--- config.mk ---
export PLATFORM = sky130hd
export DESIGN_NAME = lrd_front
export DESIGN_NICKNAME = d
export VERILOG_FILES = /design/src/hdl/lrd_pkg.sv /design/src/hdl/lrd_front.sv
export SDC_FILE = /design/constraint.sdc
export NUM_CORES = 1
export LEC_CHECK = 0
export BUFFER_PORTS_ARGS = -buffer_cell sky130_fd_sc_hd__buf_4
export CAP_MARGIN = 20
export CORE_UTILIZATION = 30
export DETAILED_ROUTE_END_ITERATION = 16
export MAX_ROUTING_LAYER = met4
export SLEW_MARGIN = 20
export SYNTH_ARGS = -nofsm -noshare
export SYNTH_HDL_FRONTEND = slang
export SYNTH_SLANG_ARGS = --single-unit
--- constraint.sdc ---
create_clock -name clk -period 6.74 [get_ports clk]
set_input_delay 0 -clock clk [delete_from_list [all_inputs] [get_ports clk]]
set_output_delay 0 -clock clk [all_outputs]
set_load 0.005 [all_outputs]
--- src/hdl/lrd_pkg.sv ---
// Shared types and constants for the LZRW1 run-length decompressor.
package lrd_pkg;

  localparam int WINDOW_DEPTH = 4096;
  localparam int HIST_AW      = $clog2(WINDOW_DEPTH);
  localparam int PROD_W       = HIST_AW + 1;
  localparam int CNT_W        = 17;
  localparam int QDEPTH       = 4;
  localparam int QAW          = $clog2(QDEPTH);

  localparam logic [7:0]  HDR_STORED = 8'h80;
  localparam logic [7:0]  LEN_MASK   = 8'h0f;
  localparam logic [4:0]  CTRL_BITS  = 5'd16;
  localparam logic [4:0]  COPY_MIN   = 5'd3;
  localparam logic [16:0] RUN_MIN    = 17'd16;

  typedef enum logic [2:0] {
    PH_HEADER, PH_CTRL_HI, PH_CTRL_LO, PH_TOKEN, PH_SECOND, PH_RUN_LO, PH_RUN_VAL
  } phase_t;

  typedef enum logic [1:0] {CMD_LIT, CMD_COPY, CMD_RUN, CMD_MARK} cmd_kind_t;

  typedef enum logic [1:0] {BK_IDLE, BK_READ, BK_WRITE, BK_FILL} bk_state_t;

  typedef struct packed {
    cmd_kind_t           kind;
    logic [7:0]          data;
    logic [HIST_AW-1:0]  pos;
    logic [CNT_W-1:0]    count;
    logic [PROD_W-1:0]   fill;
    logic                bad;
    logic                fend;
  } cmd_t;

endpackage

--- src/hdl/lrd_front.sv ---
// Frame parser: turns compressed bytes into literal, copy, run and marker commands.
module lrd_front import lrd_pkg::*; (
  input  logic       clk,
  input  logic       rst,
  input  logic       in_valid,
  output logic       in_ready,
  input  logic [7:0] in_byte,
  input  logic       frame_first,
  input  logic       frame_last,
  output logic       cmd_valid,
  input  logic       cmd_ready,
  output cmd_t       cmd
);

  phase_t              phase, phase_next;
  logic                stored, stored_next;
  logic [15:0]         ctrl, ctrl_next;
  logic [4:0]          bits_left, bits_left_next;
  logic [7:0]          tok0, tok0_next, tok1, tok1_next, tok2, tok2_next;
  logic [PROD_W-1:0]   produced, produced_next;

  logic                accept, ignore, tdone;
  logic [PROD_W-1:0]   add;
  logic [PROD_W:0]     sum;
  logic [HIST_AW-1:0]  pos;
  logic [4:0]          bl_dec;
  logic [16:0]         run_count;

  assign in_ready = cmd_ready;
  assign accept   = in_valid && in_ready;
  assign pos      = {tok0, in_byte[7:4]};
  assign bl_dec   = (bits_left != 5'd0) ? bits_left - 5'd1 : 5'd0;
  assign run_count = {tok1, tok2} + RUN_MIN;
  assign sum      = {1'b0, produced} + {1'b0, add};

  always_comb begin
    phase_next     = phase;
    stored_next    = stored;
    ctrl_next      = ctrl;
    bits_left_next = bits_left;
    tok0_next      = tok0;
    tok1_next      = tok1;
    tok2_next      = tok2;
    produced_next  = produced;
    cmd_valid      = 1'b0;
    cmd            = '0;
    cmd.kind       = CMD_LIT;
    cmd.data       = in_byte;
    cmd.pos        = pos;
    cmd.count      = 17'd1;
    ignore         = 1'b0;
    tdone          = 1'b0;
    add            = '0;
    if (accept) begin
      if (frame_first) begin
        stored_next    = (in_byte == HDR_STORED);
        produced_next  = '0;
        ctrl_next      = '0;
        bits_left_next = CTRL_BITS;
        phase_next     = (in_byte == HDR_STORED) ? PH_TOKEN : PH_CTRL_HI;
      end else if (phase == PH_HEADER) begin
        ignore = 1'b1;
      end else if (stored) begin
        cmd_valid = 1'b1;
        add       = PROD_W'(1);
      end else begin
        case (phase)
          PH_CTRL_HI: begin
            ctrl_next  = {in_byte, 8'h00};
            phase_next = PH_CTRL_LO;
          end
          PH_CTRL_LO: begin
            ctrl_next      = {ctrl[15:8], in_byte};
            bits_left_next = CTRL_BITS;
            phase_next     = PH_TOKEN;
          end
          PH_TOKEN: begin
            if (ctrl[15]) begin
              tok0_next  = in_byte;
              phase_next = PH_SECOND;
            end else begin
              cmd_valid = 1'b1;
              add       = PROD_W'(1);
              tdone     = 1'b1;
            end
          end
          PH_SECOND: begin
            if (pos != '0) begin
              cmd_valid = 1'b1;
              cmd.kind  = CMD_COPY;
              cmd.count = 17'(in_byte & LEN_MASK) + 17'(COPY_MIN);
              cmd.bad   = {1'b0, pos} > produced;
              add       = PROD_W'(in_byte & LEN_MASK) + PROD_W'(COPY_MIN);
              tdone     = 1'b1;
            end else begin
              tok1_next  = in_byte;
              phase_next = PH_RUN_LO;
            end
          end
          PH_RUN_LO: begin
            tok2_next  = in_byte;
            phase_next = PH_RUN_VAL;
          end
          PH_RUN_VAL: begin
            cmd_valid = 1'b1;
            cmd.kind  = CMD_RUN;
            cmd.count = run_count;
            add       = (run_count < 17'(WINDOW_DEPTH)) ? run_count[PROD_W-1:0]
                                                       : PROD_W'(WINDOW_DEPTH);
            tdone     = 1'b1;
          end
          default: begin
            phase_next = PH_HEADER;
          end
        endcase
      end
      if (tdone) begin
        ctrl_next      = {ctrl[14:0], 1'b0};
        bits_left_next = bl_dec;
        phase_next     = (bl_dec == 5'd0) ? PH_CTRL_HI : PH_TOKEN;
      end
      if (!frame_first && !ignore) begin
        produced_next = (sum > (PROD_W+1)'(WINDOW_DEPTH)) ? PROD_W'(WINDOW_DEPTH)
                                                         : sum[PROD_W-1:0];
      end
      cmd.fill = add;
      if (frame_last && !ignore) begin
        if (!cmd_valid) begin
          cmd_valid = 1'b1;
          cmd.kind  = CMD_MARK;
          cmd.data  = 8'h00;
          cmd.count = '0;
        end
        cmd.fend    = 1'b1;
        phase_next  = PH_HEADER;
        stored_next = 1'b0;
      end
    end
  end

  always_ff @(posedge clk) begin
    if (rst) begin
      phase     <= PH_HEADER;
      stored    <= 1'b0;
      ctrl      <= '0;
      bits_left <= CTRL_BITS;
      tok0      <= '0;
      tok1      <= '0;
      tok2      <= '0;
      produced  <= '0;
    end else begin
      phase     <= phase_next;
      stored    <= stored_next;
      ctrl      <= ctrl_next;
      bits_left <= bits_left_next;
      tok0      <= tok0_next;
      tok1      <= tok1_next;
      tok2      <= tok2_next;
      produced  <= produced_next;
    end
  end

endmodule

# ---- Word level (Yosys, flattened, before mapping)
# Index checks and enable logic that the tools add are counted.
dict set report word_totals {
  regBits 62
  input_bits 14
  output_inout_bits 56
  wordCells 131
}
dict set report op_classes {
  add_sub_neg 5
  n_lt_le_gt_ge 3
  n_eq_ne 15
  n_mux 72
  n_bitwise 4
  n_reduce_logical 23
}
# op count
set ops {}
lappend ops {{13-bit 2-to-1 mux} 8}
lappend ops {{17-bit 2-to-1 mux} 5}
lappend ops {{16-bit 2-to-1 mux} 4}
lappend ops {{5-bit 2-to-1 mux} 8}
lappend ops {{13-bit one-hot mux with 3 select lines} 1}
lappend ops {{17-bit one-hot mux with 2 select lines} 1}
lappend ops {{32-bit 2-to-1 mux} 1}
lappend ops {{16-bit one-hot mux with 2 select lines} 1}
lappend ops {{10-bit 2-to-1 mux} 3}
lappend ops {{1-bit 2-to-1 mux} 25}
lappend ops {{3-bit 2-to-1 mux} 7}
lappend ops {{3-bit one-hot mux with 6 select lines} 1}
lappend ops {{6-bit AND reduction} 3}
lappend ops {{16-bit by 5-bit adder with 17-bit output, second input constant} 1}
lappend ops {{17-bit by 13-bit less-than comparator with 1-bit output, second input constant} 1}
lappend ops {{13-bit by 13-bit adder with 14-bit output} 1}
lappend ops {{14-bit by 13-bit greater-than comparator with 1-bit output, second input constant} 1}
lappend ops {{12-bit by 13-bit greater-than comparator with 1-bit output} 1}
lappend ops {{12-bit nonzero test} 1}
lappend ops {{4-bit by 2-bit adder with 5-bit output, second input constant} 2}
lappend ops {{2-bit 2-to-1 mux} 5}
lappend ops {{5-bit inequality test, second input constant} 2}
lappend ops {{5-bit AND reduction} 2}
lappend ops {{3-bit == test, second input constant} 3}
lappend ops {{21 further kinds} 34}

# ---- Longest topological paths before layout
dict set report depth {
  depth_word 12
  mapped_depth 16
  ltp_nobuf 14
}

# ---- Worst setup path before layout
# Ideal clock, no wire load.
dict set report synth_path {
  path_type {reg-to-reg}
  start {reg tok2[6]}
  end {reg produced[10]}
  arrival_time_ns 3.587
  t_required_ns 6.623
  setup_slack_ns 3.036
  stages_incl_launch_ff 16
  synth_period_minus_slack_ns 3.704
  cell_sequence {dfxtp_1 > clkbuf_2 > and4_1 > nand4_1 > mux2_2 > nor4_4 > nand3b_1 > a21oi_1 > ha_1 > a21o_1 > a221oi_2 > o21bai_1 > and3_1 > or2_2 > buf_2 > a32o_1}
}
dict set report synth_via {
  elab_chain_len 12
}
# element line_no
set synth_rtl {}
lappend synth_rtl {{from (decl)} lrd_front.sv:19} ;# logic [7:0] tok0, tok0_next, tok1, tok1_next, tok2, tok2_next;
lappend synth_rtl {{from (signal assigned)} lrd_front.sv:158} ;# tok2 <= tok2_next;
lappend synth_rtl {{16-bit by 5-bit adder with 17-bit output *} lrd_front.sv:33} ;# assign run_count = {tok1, tok2} + RUN_MIN;
lappend synth_rtl {{17-bit by 13-bit less-than comparator with 1-bit output} lrd_front.sv:108} ;# add = (run_count < 17'(WINDOW_DEPTH)) ? run_count[PROD_W-1:0]
lappend synth_rtl {{13-bit 2-to-1 mux *} lrd_front.sv:108}
lappend synth_rtl {{13-bit one-hot mux with 3 select lines *} lrd_front.sv:67} ;# case (phase)
lappend synth_rtl {{13-bit 2-to-1 mux *} lrd_front.sv:63} ;# end else if (stored) begin
lappend synth_rtl {{13-bit 2-to-1 mux *} lrd_front.sv:61} ;# end else if (phase == PH_HEADER) begin
lappend synth_rtl {{13-bit 2-to-1 mux *} lrd_front.sv:55} ;# if (frame_first) begin
lappend synth_rtl {{13-bit 2-to-1 mux *} lrd_front.sv:54} ;# if (accept) begin
lappend synth_rtl {{13-bit by 13-bit adder with 14-bit output *} lrd_front.sv:34} ;# assign sum = {1'b0, produced} + {1'b0, add};
lappend synth_rtl {{14-bit by 13-bit greater-than comparator with 1-bit output} lrd_front.sv:123} ;# produced_next = (sum > (PROD_W+1)'(WINDOW_DEPTH)) ? PROD_W'(WINDOW_DEPTH)
lappend synth_rtl {{13-bit 2-to-1 mux *} lrd_front.sv:123}
lappend synth_rtl {{13-bit 2-to-1 mux *} lrd_front.sv:122} ;# if (!frame_first && !ignore) begin
lappend synth_rtl {{to (signal assigned)} lrd_front.sv:159} ;# produced <= produced_next;
lappend synth_rtl {{to (decl)} lrd_front.sv:20} ;# logic [PROD_W-1:0] produced, produced_next;
# Every way passes the cells marked *; elsewhere a longest branch is shown, timed or not.
# A chain may end at the register's enable or synchronous reset.

# ---- Final worst setup path
dict set report layout_path {
  start {reg tok2[4]}
  end {reg produced[1]}
}
# The elaborated chain is that of the path after synthesis.

==> qor.yml <==
setup_path:
  arrival_ns: 4.44
  regToRegSetupSlack_ns: 2.52
  cpLargestDelayFamily: "compound AO/OA/AOI/OAI gates"
  crit_start: "tok2[4]$_SDFFE_PP0P_"
  cp_num_buf_inv: 0
  crit_chain: "ha_1 -> nand4_1 -> mux2_2 -> nor4_4 -> nand3_1 -> a21oi_1 -> ha_1 -> a21o_1 -> a221oi_2 -> o21bai_1 -> and3_1 -> or2_2 -> a32o_1"
  cpMostUsedCell: "ha_1"
  cp-end-kind: "flip-flop"
  r2r_cells: 13
  start_kind: "flip-flop"
  cp.required_ns: 6.96
  cp_max_fo: 12
  crit_slowest_cell: "dfxtp_1"
  critical-path-max-stage-delay_ns: 0.42
  path_class: "reg2reg"
  reg2reg_to: "produced[1]$_SDFFE_PP0P_"
  timing.rr.start: "tok2[4]$_SDFFE_PP0P_"
power:
  clockPowerShare: 0.514
  pwr-share-seq: 0.409
  power_mw: 0.914
  ir_drop_uv: 121
  power.share.combinational: 0.077
  power_switching_mw: 0.212
  cellPowerDensity_nw_per_um2: 172
  p_int_mw: 0.702
  switching_share: 0.232
  p_leak_nw: 2.13
routing:
  wl_mm: 13.5
  vias_per_cell: 5.56
  ant_nets: 0
  drc: 0
  via_count: 4333
  dr.first_iter.drc_count: 335
  first_pass_iters: 5
  wire_per_inst_um: 17.3
sta:
  fin_ws_ns: 2.52
  hold_ws_ns: -0.00100
  fin_crit_ns: 4.22
  finalHoldViolations: 1
  tightest_slew_ns: 0.914
  timing.fmax_ghz: 0.237
  fin_crit_sh: 0.627
  fin_tns_setup_ns: 0
  slew_headroom: 0.387
  rsz0062_at_grt: "false"
  finalSetupViolations: 0
  maxSlewViolCount: 0
  skew_ns: 0.00628
floorplanning:
  die_h_um: 123
  die_area_um2: 15100
  coreArea_um2: 14000
  rows: 43
  initial_utilization: 0.311
  die_width_um: 123
  ioPinCount: 70
layout:
  drive_gt1_frac: 0.177
  final_cell_mix: "nor2_1 (70), buf_4 (70), dfxtp_1 (62)"
  final-seq-area_um2: 1240
  multi_input_area_um2: 2850
  area_growth_pct: 21.2
  finalNonFillerCells: 780
  n_antenna_cell: 0
  fin_nets: 639
  n_fill_cell: 1416
run:
  maxCapViolCount: 0
synthesis:
  synth_area_um2: 4370
  ys_types: 70
  ys_async_sr_fraction: 0
  ys_top_cells_by_area: "dfxtp_1 (28%), ha_1 (8.3%), nor2_1 (6.0%), a21oi_1 (4.6%), mux2i_1 (4.1%)"
  synth_flop_cell: "dfxtp_1"
  ys_warn_count: 0
  netlist.area_leader.share: 0.284
  seq_area_frac_synth: 0.284
  synth-edff-count: 0
  yosysTopAreaCell: "dfxtp_1"
  synth_cells: 540
  syn_avg_cell_area_um2: 8.10
  synth-seq-cells: 62
  syn-num-nets: 584
place:
  hpwl_mm: 10.2
  portBuffers: 69
  dp_slack_ns: 2.56
  gp_congestion: 0.900
  placedCellCount: 761
clocking:
  postCtsSetupBuffers: 0
  cts.htree.levels: 3
  clk_pin_slew_worst_paths_ns: 0.05
  numCtsBuffers: 9
  clock_latency_ns: 0.33
  cts_sinks: 62
  cts-root-buf: "clkbuf_16"
  cts_tree: "yes"
  clock_path_buffers: 2
global_routing:
  antenna_found_initial: 0
  grt_use_total: 0.192
  overflow: 0
  grt_pass1_wl_mm: 21.6
  grt_pass1_vias: 4104
  grt_max_degree: 48
worst_hold_path:
  worstHoldStart: "in_byte[1]"
  hold-path-cell-count: 3
  hold_end: "tok0[1]$_SDFFE_PP0P_"
  hp-class: "in2reg"
status:
  status: "finished with violations"
  violations: "negative hold slack"
timing repair:
item | 4_1_cts | 5_1_grt
hold buffers | 3 | 0
hold endpoints to repair | 2 | 0
resized for setup | 0 | 0
registers in the layout, indices dropped and copies added, names as in the netlist:
signal,flops
tok0,8
tok1,8
tok2,8
phase,3
ctrl,16
produced,13
stored,1
bits_left,5
metrics by stage:
| step | util | cell area (um2) |
|---|---|---|
| after floorplan | - | 4370 |
| after CTS | 0.377 | 5300 |
| after detailed placement | 0.354 | 4970 |
| after global routing | 0.377 | 5300 |
| after global placement | 0.354 | 4970 |
| final | 0.377 | 5300 |
cell type report:
type / instances / share of cell area
clock buffers: 12 / 0.0484
clock inverters: 4 / 0.00850
well taps: 180 / 0.0425
inverters: 33 / 0.0234
repair buffers: 73 / 0.105
flip-flops and latches: 62 / 0.234
multi-input cells: 416 / 0.538
tightest hold or removal path, delay by kind of cell:
| kind | cells | cell delay [ns] |
|---|---|---|
| AND/OR/NAND/NOR | 1 | 0.07 |
| multiplexers | 1 | 0.08 |
| buffers and inverters | 1 | 0.14 |
synth_stat cells, types with 3 or more instances:
library cell / count
ha_1: 29
a2111oi_0: 8
o32ai_1: 3
nand2b_1: 7
o21ai_0: 19
clkbuf_1: 13
a32o_1: 11
dfxtp_1: 62
nand2_1: 23
mux2i_1: 18
o21bai_1: 4
a21oi_1: 40
nor2_1: 70
o21a_1: 7
nor4_1: 4
a211oi_1: 15
o211ai_1: 4
nand4_1: 11
and2_1: 11
or3_1: 7
buf_4: 5
inv_1: 32
a21o_1: 4
or4_1: 6
nor3_1: 16
xor2_1: 10
and3_1: 8
a22oi_1: 8
nand3_1: 12
nor2b_1: 7
buf_2: 7
xnor2_1: 10
a31oi_1: 3
power groups by stage:
stage	combinational (mW)	clock (mW)	sequential, mW
5_1_grt	0.0769	0.494	0.374
6_report	0.0703	0.470	0.374
3_3_place_gp	0.0684	0	0.381
2_1_floorplan	0.0409	0	0.380
4_1_cts	0.0699	0.475	0.373
3_5_place_dp	0.0687	0	0.381
how the worst max path moves through the flow:
| stage | slack (ns) | cells past startpoint | end |
|---|---|---|---|
| after floorplan | 3.04 | 15 | produced[10]$_SDFFE_PP0P_ |
| after global placement | 2.66 | 13 | produced[0]$_SDFFE_PP0P_ |
| after detailed placement | 2.56 | 13 | produced[0]$_SDFFE_PP0P_ |
| after CTS | 2.55 | 13 | produced[1]$_SDFFE_PP0P_ |
| after global routing | 2.23 | 13 | produced[1]$_SDFFE_PP0P_ |
| final | 2.52 | 13 | produced[1]$_SDFFE_PP0P_ |
per-layer routing:
metal  share of wire  GRT usage  up-vias
met5               0          -        -
met4           0.025     0.0793        0
met3           0.051     0.0367       25
met2            0.47      0.295      140
met1            0.45      0.245     2081
li1                -          -     2087
cells by family (layout without fill, tap and decap cells):
family,Yosys count,after routing,share of synthesized area
AND/OR/NAND/NOR,201,201,0.244
AO/OA/AOI/OAI,146,146,0.237
XOR/XNOR,20,20,0.0401
flip-flops,62,62,0.284
multiplexers,19,19,0.0438
adder cells (fa/ha/maj),30,30,0.0876
buffers and inverters,62,122,0.0635
No activity file was read; power rests on OpenSTA's default activity.
