## src/hdl/lrd_pkg.sv

```systemverilog
// Shared types and constants for the LZRW1 run-length decompressor.
package lrd_pkg;

  localparam int WINDOW_DEPTH = 4096;
  localparam int HIST_AW      = $clog2(WINDOW_DEPTH);
  localparam int PROD_W       = HIST_AW + 1;
  localparam int CNT_W        = 17;
  localparam int QDEPTH       = 4;
  localparam int QAW          = $clog2(QDEPTH);

  localparam logic [7:0]  HDR_STORED = 8'h80;
  localparam logic [7:0]  LEN_MASK   = 8'h0f;
  localparam logic [4:0]  CTRL_BITS  = 5'd16;
  localparam logic [4:0]  COPY_MIN   = 5'd3;
  localparam logic [16:0] RUN_MIN    = 17'd16;

  typedef enum logic [2:0] {
    PH_HEADER, PH_CTRL_HI, PH_CTRL_LO, PH_TOKEN, PH_SECOND, PH_RUN_LO, PH_RUN_VAL
  } phase_t;

  typedef enum logic [1:0] {CMD_LIT, CMD_COPY, CMD_RUN, CMD_MARK} cmd_kind_t;

  typedef enum logic [1:0] {BK_IDLE, BK_READ, BK_WRITE, BK_FILL} bk_state_t;

  typedef struct packed {
    cmd_kind_t           kind;
    logic [7:0]          data;
    logic [HIST_AW-1:0]  pos;
    logic [CNT_W-1:0]    count;
    logic [PROD_W-1:0]   fill;
    logic                bad;
    logic                fend;
  } cmd_t;

endpackage

```

## src/hdl/lrd_queue.sv

```systemverilog
// Short command queue between parser and history engine.
module lrd_queue import lrd_pkg::*; (
  input  logic clk,
  input  logic rst,
  input  logic wr_valid,
  output logic wr_ready,
  input  cmd_t wr_cmd,
  output logic rd_valid,
  input  logic rd_ready,
  output cmd_t rd_cmd
);

  cmd_t           slots [QDEPTH];
  logic [QAW-1:0] wr_ptr, rd_ptr;
  logic [QAW:0]   fill;
  logic           push, pop;

  assign wr_ready = (fill != (QAW+1)'(QDEPTH));
  assign rd_valid = (fill != '0);
  assign rd_cmd   = slots[rd_ptr];
  assign push     = wr_valid && wr_ready;
  assign pop      = rd_valid && rd_ready;

  always_ff @(posedge clk) begin
    if (push) slots[wr_ptr] <= wr_cmd;
  end

  always_ff @(posedge clk) begin
    if (rst) begin
      wr_ptr <= '0;
      rd_ptr <= '0;
      fill   <= '0;
    end else begin
      if (push) wr_ptr <= wr_ptr + QAW'(1);
      if (pop)  rd_ptr <= rd_ptr + QAW'(1);
      fill <= fill + (QAW+1)'(push) - (QAW+1)'(pop);
    end
  end

endmodule

```

## config.mk

```make
export PLATFORM = sky130hd
export DESIGN_NAME = lrd_queue
export DESIGN_NICKNAME = d
export VERILOG_FILES = /design/src/hdl/lrd_pkg.sv /design/src/hdl/lrd_queue.sv
export SDC_FILE = /design/constraint.sdc
export NUM_CORES = 1
export LEC_CHECK = 0
export ABC_AREA = 1
export BUFFER_PORTS_ARGS = -buffer_cell sky130_fd_sc_hd__buf_2
export CAP_MARGIN = 25
export CORE_MARGIN = 1
export CORE_UTILIZATION = 50
export DETAILED_ROUTE_END_ITERATION = 12
export PLACE_DENSITY_LB_ADDON = 0.12
export SYNTH_ARGS = -nofsm -noshare
export SYNTH_HDL_FRONTEND = slang
export SYNTH_SLANG_ARGS = --single-unit
```

## constraint.sdc

```tcl
create_clock -name clk -period 8.9 [get_ports clk]
set_clock_uncertainty 0.2 [all_clocks]
set_input_delay 0.445 -clock clk [delete_from_list [all_inputs] [get_ports clk]]
set_output_delay 0.445 -clock clk [all_outputs]
set_load 0.02 [all_outputs]
```

# == Yosys cells after proc, flatten, opt, wreduce, memory -nomap -nowiden ==
# Memories as Yosys holds them, arrays and structs flattened. A register that Yosys moved wholly into a read port is not among the register bits.
# Cells that the tools add are included.
# totals
regBits,7
latch_bits,0
ram_bits,216
romBits,0
in_bits,58
output_inout_bits,56
memories,1
# memory_table
memory,words,word_bits,rd,rd_ports_with_merged_regs,write_ports,line_no,source
slots,4,54,1,1,1,lrd_queue.sv:13,cmd_t slots [QDEPTH];
# classes
add_sub_neg,4
n_mul,0
div_mod_pow,0
order_cmp,0
n_eq_ne,1
shifts,0
mux,4
bitwise,0
reduce_logical,3
# ops
cell,n
2-bit by 1-bit adder with 2-bit output (second input constant),2
2-bit 2-to-1 mux,2
3-bit by 1-bit adder with 3-bit output,1
3-bit inequality test (second input constant),1
3-bit nonzero test,1
3-bit by 1-bit subtractor with 3-bit output,1
1-bit logical AND,2
1-bit 2-to-1 mux,2

# == Logic depth before layout (Yosys ltp) ==
# Gate-level depths: netlist of the first run.
# logic_depth
depth_word,4
mapped_depth,10
depth_no_buf,10

# == Worst setup path after synthesis of the first run ==
# OpenSTA, ideal clock, no wires.
# synth_timing
kind,flip-flop to flip-flop
startpoint,register fill[1]
endpoint,memory slots[0][0] (netlist name) (enable)
arrival_time_ns,3.157
t_required_ns,8.234
path_slack_ns,5.077
path_stages_with_launch,5
synth_period_minus_slack_ns,3.823
path_cell_list,dfxtp_1 -> nor2_1 -> nand2_1 -> nand2_1 -> nor2_1
# synth_via
elab_chain_len,4
# synth_lines
item,line_no,source
"start, declared",lrd_queue.sv:15,logic [QAW:0] fill;
"start signal, assigned",lrd_queue.sv:36,fill <= fill + (QAW+1)'(push) - (QAW+1)'(pop);
3-bit inequality test,lrd_queue.sv:18,assign wr_ready = (fill != (QAW+1)'(QDEPTH));
net wr_ready,lrd_queue.sv:6,"output logic wr_ready,"
1-bit logical AND,lrd_queue.sv:21,assign push = wr_valid && wr_ready;
1-bit 2-to-1 mux,lrd_queue.sv:25,if (push) slots[wr_ptr] <= wr_cmd;
1-bit 2-to-1 mux (implied by the code),lrd_queue.sv:25,
"end, declared",lrd_queue.sv:13,
# The timed path passes the listed nets, and every way through them passes these cells.

==> summary by stage, run 1 <==
Cells and area
The area growth from synthesis to final layout is 23.08%. Counting the fill cells in the layout gives 1,263. For this run, the post-layout net count is 817. The proportion of layout cells with a drive suffix above 1 is 20.63%.

Measured on the finished design, the core utilization comes to 63.03%. The count of inserted antenna diode cells is 0.

STA
The actual transition at the worst max-transition pin is between 1 and 1.5 ns. The final-report setup violation count is 0. The total count of max-transition violations in the final report is 0. The final cycle utilization of the critical path is between 30% and 40%. Setup repair after global routing left no endpoint under its margin. The worst path needs 3.474 ns of the cycle, external delays included. The final-report hold violation count is 0. For this run, the top clock speed supported by timing is 287.8 MHz. The worst pin sits at a relative slew slack of 31.85%.

Setup total negative slack on the finished layout was measured at 0 ns.

Worst hold path
The startpoint identified for the worst hold timing path is rd_ready. The min-delay analysis places its worst path in the category input port to flip-flop. The worst hold path passes through 3 cells.

Yosys
The post-synthesis register bit count is 225. The biggest area contributor in the post-synthesis netlist is sky130_fd_sc_hd__edfxtp_1. The fraction of synthesized cell area taken by the top area cell type is 76.65%. The fraction of synthesized area in multiplexers is 0%. The adder-cell share of the synthesized area is between 1 and 1.5%. The synthesized netlist devotes slightly above 6% of its cell area to simple gates. After synthesis, the share of flip-flops with an asynchronous set or reset is 0%.

The share of synthesized area occupied by flip-flops and latches is 78.78%. By area the synthesized netlist is led by sky130_fd_sc_hd__edfxtp_1 (77%), sky130_fd_sc_hd__o21ai_0 (5.6%), sky130_fd_sc_hd__nor2_1 (5.4%). After synthesis, the largest family of logic cells by area is compound AO/OA/AOI/OAI gates. The number of nets in the synthesized netlist is 652. The number of unique standard cell types used by synthesis is 19. Among all flip-flop cells after synthesis, the most frequent one is sky130_fd_sc_hd__edfxtp_1.

The Yosys step of the flow raised 0 warnings. The cell area after technology mapping is 8462 µm². The gate count after technology mapping is approximately 590. The mean instance size in the synthesized netlist is 14.42 µm². After synthesis, the most frequently instantiated cells are sky130_fd_sc_hd__edfxtp_1 (216), sky130_fd_sc_hd__nor2_1 (121), sky130_fd_sc_hd__o21ai_0 (94), sky130_fd_sc_hd__o22ai_1 (54), sky130_fd_sc_hd__buf_2 (20). In this run, synthesis inferred 216 flip-flops with an integrated enable.

The area fraction in compound gates after synthesis is 10.85%. The most numerous cell in the Yosys netlist is sky130_fd_sc_hd__edfxtp_1. The post-synthesis share of cell area spent on xor and xnor gates is 0%.

Routing
Once detail routing completed, the nets flagged for antenna violations numbered 0. The total wirelength of the detailed-routed design is 17,560 µm. The detailed router placed 5,268 vias in this run. The wire length per cell after detailed routing is about 18 µm.

In the routed layout, each cell is associated on average with a via count of 5.343. The total DRC errors in the routed layout is 0. The pre-antenna-repair detailed-routing pass consisted of 5 iterations. The detailed router finished its first iteration with 448 violations.

Pwr
The power per cell area is approximately 280 nW/µm². The cell leakage power is 3.712 nW. The worst IR drop on VDD is 133.3 µV.

Worst setup path
The worst setup path is launched from a flip-flop. The length in cells of the worst reg-to-reg path is 5. The slack of the worst reg-to-reg path is 6.00 ns. In this run the worst path has a maximum fanout of 108. The endpoint of the lowest-slack register-to-register path is slots[3][14]. The critical path is of the flip-flop to primary output type.

The startpoint identified for the worst register-to-register timing path is fill[1]. Data on the critical path is required at its endpoint by 8.26 ns. The data arrival time of the critical path is 2.83 ns. STA classifies the critical path endpoint as a primary output.

Placed design
The routability congestion estimate from global placement is approximately 0.74. The number of buffers added on ports is 113. The wire-length estimate of the detail-placed layout is between 9000 and 10,000 µm.

GRT
For this run the aggregate overflow at the end of global routing stands at 0. The via count of the first global-routing pass is 5,198. The initial antenna violation count is 0.

The first global-routing pass estimated 27,330 µm of wire. Entering global routing, the biggest net connects ~110 pins. Global routing used between 20 and 25% of the available tracks.

Flow run
Across the run, the number of max-cap violations was 0.

Floorplan
In this run the standard cell core region covers about 17,000 µm². For this configuration, the core starts out at a cell density of 51.21%. The overall die area is 17,450 µm². The number of top-level pins is 114. The floorplan step set the die height to 132.1 µm. The floorplan has 47 rows.

The floorplan step set the die width to ~130 µm.

Clock network
The buffer depth of the longest clock path is 3. TritonCTS built the clock tree. In this run the number of H-tree levels came out at 1. The tree is rooted in a sky130_fd_sc_hd__clkbuf_16. The clock net in this run drives a total of around 230 sinks. Gates resized during post-CTS repair numbered 0. For the worst-skew pair, the clock arrives at the later sink with an insertion delay of 0.49 ns.

The register clock-pin slew on the reported worst setup and hold paths is approximately 0.06 ns. Buffers inserted during clock tree synthesis total 23.

Status
The flow ran to the end, and the final reports show no timing, DRC or antenna violations.
cell usage in the layout, fill, tap and decap left out, types with 2 or more instances in the layout:
| cell type | count |
|---|---|
| sky130_fd_sc_hd__clkinv_1 | 4 |
| sky130_fd_sc_hd__buf_2 | 113 |
| sky130_fd_sc_hd__buf_4 | 6 |
| sky130_fd_sc_hd__o22ai_1 | 54 |
| sky130_fd_sc_hd__o21ai_0 | 94 |
| sky130_fd_sc_hd__inv_1 | 14 |
| sky130_fd_sc_hd__nand3_1 | 3 |
| sky130_fd_sc_hd__clkbuf_16 | 23 |
| sky130_fd_sc_hd__clkbuf_1 | 4 |
| sky130_fd_sc_hd__a21oi_1 | 4 |
| sky130_fd_sc_hd__ha_1 | 6 |
| sky130_fd_sc_hd__nor2_1 | 117 |
| sky130_fd_sc_hd__nor2_4 | 4 |
| sky130_fd_sc_hd__o21ai_1 | 15 |
| sky130_fd_sc_hd__clkbuf_8 | 4 |
| sky130_fd_sc_hd__inv_6 | 2 |
| sky130_fd_sc_hd__clkinv_2 | 3 |
| sky130_fd_sc_hd__nand2_1 | 12 |
| sky130_fd_sc_hd__a21boi_0 | 2 |
| sky130_fd_sc_hd__dfxtp_1 | 7 |
| sky130_fd_sc_hd__edfxtp_1 | 216 |
| sky130_fd_sc_hd__dlygate4sd3_1 | 55 |
worst max-delay path by stage:
stage	from	to	slack [ns]	depth (start not counted)
after floorplan	fill[1]	slots[0][0]	5.08	4
after CTS	flip-flop	rd_cmd[32]	5.38	5
final	flip-flop	rd_cmd[15]	5.43	5
after global placement	flip-flop	rd_cmd[50]	5.96	5
after global routing	flip-flop	rd_cmd[34]	5.19	5
after detailed placement	flip-flop	rd_cmd[32]	5.91	5
per-stage QoR:
step                      cells  total power [mW]  area, µm²  hold WS, ns  setup slack (ns)
after CTS                   986             2.954      10420      0.04869             5.379
after floorplan             587             1.833       8462       0.2481             5.077
after detailed placement    892             2.068       9180       0.3101             5.908
final                       986             2.926      10420      0.05931             5.426
after global placement      892             2.048       9180       0.2678             5.963
after global routing        986             3.056      10420      0.06199             5.185
final cells by class:
class,instances,area (µm²),share of cell area (%)
timing repair buffer,174,1161,11.15
sequential,225,6671,64.06
multi-input combinational,312,1558,14.96
clock buffer,31,645.6,6.199
clock inverter,8,38.79,0.3724
inverter,16,65.06,0.6247
tap,220,275.3,2.643
power by group:
part / total (mW) / switching, mW / internal [mW]
clock: 0.871 / 0.367 / 0.505
sequential: 1.33 / 0.0378 / 1.29
combinational: 0.726 / 0.512 / 0.214
total: 2.93 / 0.916 / 2.01
registers in the layout, indices dropped and copies added (netlist names), named ones only:
signal,count
fill,3
rd_ptr,2
slots,216
wr_ptr,2
per-layer routing:
layer,part of all wire (%),vias to the layer above,global-route usage (%)
met3,5.6,30,3.191
met5,0,-,0
met1,42,2562,26.05
li1,-,2522,-
met2,50,154,35.33
met4,2.1,0,6.718
logic make-up after synthesis:
kind of cell             after synthesis
adder cells (fa/ha/maj)                7
AO/OA/AOI/OAI                        169
AND/OR/NAND/NOR                      136
buffers and inverters                 50
flip-flops                           225
critical path: stages (launching register included):
cell	delay (ns)
sky130_fd_sc_hd__dfxtp_4	0.50
sky130_fd_sc_hd__buf_4	0.70
sky130_fd_sc_hd__inv_6	0.47
sky130_fd_sc_hd__o21ai_0	0.33
sky130_fd_sc_hd__o22ai_1	0.11
sky130_fd_sc_hd__buf_2	0.17
repair_timing:
item	in CTS	in global routing
buffers inserted	0	0
hold endpoints to repair	218	0
hold buffers	55	0
Power figures use the tool's default switching activity.
==> run 2, diff against run 1 <==
Settings changed: ABC_AREA 1 to 0.
Clock period 8.9 ns to 3.5 ns, I/O delays scaled along.
==> run 2 against run 1 <==
Critical path type unchanged. Global-route usage is 2.0 points lower. Wire length fell by 15%. First-iteration DRC count shrank 43%. Sequential share of layout area down 0.28 points. Non-clock buffer count is 11 higher. Critical path depth decreased by 2. Sequential cell count unchanged. Register-to-register slack lost 5.2 ns. Count of clock-buffer cells in the layout shrank 5.
==> summary by stage, run 2 <==
Floorplan
The number of top-level pins is 114 (unchanged). The floorplan die height is 131.1 µm (was 132.1 µm). The core region area is 16,060 µm² (was 16,520 µm²). The number of cell rows is 46 (was 47). The initial core utilization is 51.86% (was 51.21%). The overall die area is 17,180 µm² (was 17,450 µm²). The width of the chip is 131.1 µm (was 132.1 µm).

GRT
The initial antenna violation count is 0 (unchanged). The via count of the first global-routing pass was 4,191 (was 5,198). The maximum number of pins on one net before global-route repair is 30 (was 109). The global-route total usage across every layer was 18.26% (was 20.28%).

The wire length of the first global-routing pass is 22,910 µm (was 27,330 µm). The overflow left after global routing is 0 (unchanged).

Cells and area
The total number of nets in the final design is 593 (was 817). Registers with the highest flip-flop counts: slots: 216 flops, fill: 3 flops (unchanged). The most common cell after layout, fill and taps aside is sky130_fd_sc_hd__edfxtp_1 (unchanged). The area growth from synthesis to final layout is 25.60% (was 23.08%). The proportion of layout cells with a drive suffix above 1 came to 39.78% (was 20.63%). The largest register by flop count is slots (unchanged).

The count of inserted antenna diode cells is 0 (unchanged). The number of fill cells is 1,103 (was 1,263). Most frequent cells in the layout: sky130_fd_sc_hd__edfxtp_1 (216), sky130_fd_sc_hd__buf_2 (113), sky130_fd_sc_hd__dlygate4sd3_1 (58) (was sky130_fd_sc_hd__edfxtp_1 (216), sky130_fd_sc_hd__nor2_1 (117), sky130_fd_sc_hd__buf_2 (113)). The number of flip-flops under the largest register name was 216 (unchanged).

Clock network
The TritonCTS sink count is 225 (unchanged). The TritonCTS buffer count is 23 (unchanged). The clock tree from TritonCTS is done (unchanged). The buffer cell driving the clock tree root is sky130_fd_sc_hd__clkbuf_16 (unchanged). The buffer depth of the longest clock path came to 3 (unchanged).

The depth of the CTS H-tree is 1 (unchanged). The register clock-pin slew on the reported worst setup and hold paths was 0.06 ns (about the same). The number of setup buffers added after CTS came to 0 (unchanged).

The latest clock arrival within the worst-skew pair is 0.50 ns (was 0.49 ns).

Routing
The wire length per cell after detailed routing is 19.67 µm (was 17.81 µm). The number of nets still failing antenna checks after routing was 0 (unchanged). The overall via count from detail_route was 3,986 (was 5,268).

The number of optimization iterations in the first detailed-route pass is 4 (was 5). The total DRC errors in the routed layout came to 0 (unchanged). The total wirelength of the detailed-routed design was 14,930 µm (was 17,560 µm). The via-per-instance ratio came to 5.252 (was 5.343). The DRC violation total after the first TritonRoute iteration was 254 (was 448).

Yosys
The most numerous cell in the Yosys netlist was sky130_fd_sc_hd__edfxtp_1 (unchanged). The largest area contributor in the synthesized netlist is sky130_fd_sc_hd__edfxtp_1 (unchanged). The most frequently used flop master after synthesis was sky130_fd_sc_hd__edfxtp_1 (unchanged). The net count after synthesis is 396 (was 652). The gate count after technology mapping was 331 (was 587). The share of synthesized area occupied by flip-flops and latches is 80.05% (was 78.78%). The post-synthesis register bit count came to 225 (unchanged).

The number of synthesized flops with an enable pin was 216 (unchanged). The number of synthesis warnings is 0 (unchanged). The number of unique standard cell types used by synthesis is 26 (was 19). Most numerous cell types in the synthesized netlist: sky130_fd_sc_hd__edfxtp_1 (216), sky130_fd_sc_hd__mux4_2 (50), sky130_fd_sc_hd__dfxtp_1 (9), sky130_fd_sc_hd__nor2_1 (8), sky130_fd_sc_hd__ha_1 (6) (was sky130_fd_sc_hd__edfxtp_1 (216), sky130_fd_sc_hd__nor2_1 (121), sky130_fd_sc_hd__o21ai_0 (94), sky130_fd_sc_hd__o22ai_1 (54), sky130_fd_sc_hd__buf_2 (20)).

The proportion of register bits with asynchronous set or reset after synthesis is 0% (unchanged). The mean instance size in the synthesized netlist came to 25.16 µm² (was 14.42 µm²). The cell area after technology mapping is 8328 µm² (was 8462 µm²).

Main area contributors after synthesis: sky130_fd_sc_hd__edfxtp_1 (78%), sky130_fd_sc_hd__mux4_2 (14%), sky130_fd_sc_hd__dfxtp_1 (2.2%) (was sky130_fd_sc_hd__edfxtp_1 (77%), sky130_fd_sc_hd__o21ai_0 (5.6%), sky130_fd_sc_hd__nor2_1 (5.4%)). The fraction of synthesized cell area taken by the top area cell type came to 77.88% (was 76.65%).

Pwr
The worst IR drop on VDD is 505.8 µV (was 133.3 µV). The overall power of the completed layout is 7.677 mW (was 2.926 mW). The cell leakage power was 3.606 nW (was 3.712 nW).

The power per cell area is 734.0 nW/µm² (was 281.0 nW/µm²).

Worst setup path
The largest fanout of any net on the critical path was 29 (was 108). The type of the worst setup path is flip-flop to primary output (unchanged). The data arrival time of the critical path is 2.37 ns (was 2.83 ns). The origin of the critical flop-to-flop path is fill[1] (unchanged). The slack of the worst reg-to-reg path is 0.84 ns (was 6.00 ns). The category of the worst setup path capture point is a primary output (unchanged). The length in cells of the worst reg-to-reg path was 11 (was 5). The capture point of the critical path is rd_cmd[21] (was rd_cmd[15]). The endpoint of the lowest-slack register-to-register path is fill[2] (was slots[3][14]).

The sort of element at the start of the critical path is a flip-flop (unchanged). The required arrival time at the worst endpoint is 3.12 ns (was 8.26 ns).

STA
The actual transition at the worst max-transition pin is 0.6875 ns (was 1.021 ns). The final cycle utilization of the critical path is 78.33%. The total count of max-transition violations in the final report came to 0 (unchanged). The total negative slack is 0 ns (unchanged). The final-report hold violation count is 0 (unchanged). Setup repair after global routing missed its margin: no (unchanged). The peak clock frequency supported by timing is 364.7 MHz.

The final-report setup violation count is 0 (unchanged). The time the final worst path needs with I/O delays and setup is 2.742 ns. The relative slew slack is 54.16% (was 31.85%).

Status
Status: completed (unchanged).

Worst hold path
The class of the worst hold path was input port to flip-flop (unchanged). The beginning of the worst hold path is wr_cmd[27] (was rd_ready).

Flow run
The number of maximum-capacitance violations is 0 (unchanged).

Placed design
The placed wire-length estimate came to 8812 µm (was 9453 µm). The number of buffers added on ports is 113 (unchanged). The routability congestion estimate from global placement came to 0.7366 (was 0.7373).
run 2: changes by cell type after synthesis, sizes merged, moves of 2 or more:
cell	delta
nand2b	+2
buf	-16
o22ai	-54
a21oi	-4
inv	-11
clkbuf	-5
and2	+5
mux4	+54
nor2	-113
nand2	-11
o21ai	-109
xor2	+2
nand3	-3
run 2: timing repair:
| item | 4_1_cts | 5_1_grt |
|---|---|---|
| gates resized for setup | 0 | 0 |
| hold buffers | 58 | 0 |
| hold endpoints to repair | 225 | 0 |
run 2: per-layer routing:
| layer | track usage (%) | up-vias | wire length (µm) |
|---|---|---|---|
| met1 | 25.26 | 2047 | 6536 |
| met5 | 0 | - | 0 |
| met4 | 5.341 | 0 | 301 |
| met3 | 3.856 | 24 | 769 |
| met2 | 29.63 | 112 | 7318 |
| li1 | - | 1803 | - |
run 2: cell type report:
type / count / area [µm²] / area share, %
Clock buffer: 26 / 586.8 / 5.610
Clock inverter: 14 / 121.4 / 1.160
Inverter: 5 / 18.77 / 0.1794
Multi-Input combinational cell: 88 / 1503 / 14.37
Sequential cell: 225 / 6671 / 63.78
Tap cell: 216 / 270.3 / 2.584
Timing Repair Buffer: 185 / 1289 / 12.32
run 2: report_power, final:
| group | internal, mW | leakage [nW] | switching (mW) |
|---|---|---|---|
| Clock | 1.35 | 0.341 | 0.954 |
| Sequential | 3.31 | 2.05 | 0.167 |
| Combinational | 0.851 | 1.21 | 1.05 |
| Total | 5.50 | 3.61 | 2.17 |
run 2: cell families after synthesis:
logic type / count (synthesis) / synth area share [%]
XOR/XNOR: 3 / 0.3156
AND/OR/NAND/NOR: 19 / 1.142
AO/OA/AOI/OAI: 3 / 0.3456
flip-flops: 225 / 80.05
multiplexers: 56 / 15.04
adder cells (fa/ha/maj): 7 / 1.142
buffers and inverters: 18 / 1.968
run 2: how the worst min path moves through the flow:
stage	end	slack, ns	cells past startpoint
finish	slots[3][27]	0.23	2
global route	slots[3][28]	0.22	2
CTS	slots[2][28]	0.21	2
detailed placement	slots[2][37]	0.19	1
global placement	slots[0][38]	0.19	1
floorplan	slots[0][0]	0.07	0
run 2: worst max-delay path: stages, from the launching register on:
cell                      delay (ns)
sky130_fd_sc_hd__dfxtp_4        0.73
sky130_fd_sc_hd__buf_4          0.36
sky130_fd_sc_hd__mux4_2         0.57
sky130_fd_sc_hd__buf_2          0.18
run 2: stage by stage:
stage / setup WS, ns / cell area (µm²) / utilization, % / hold slack (ns) / std cells
2_1_floorplan: 0.8029 / 8328 / - / 0.07387 / 331
3_3_place_gp: 1.086 / 9171 / 57.11 / 0.1852 / 661
3_5_place_dp: 0.8455 / 9171 / 57.11 / 0.1914 / 661
4_1_cts: 0.6734 / 10460 / 65.14 / 0.2050 / 759
5_1_grt: 0.5986 / 10460 / 65.14 / 0.2152 / 759
6_report: 0.7583 / 10460 / 65.14 / 0.2263 / 759
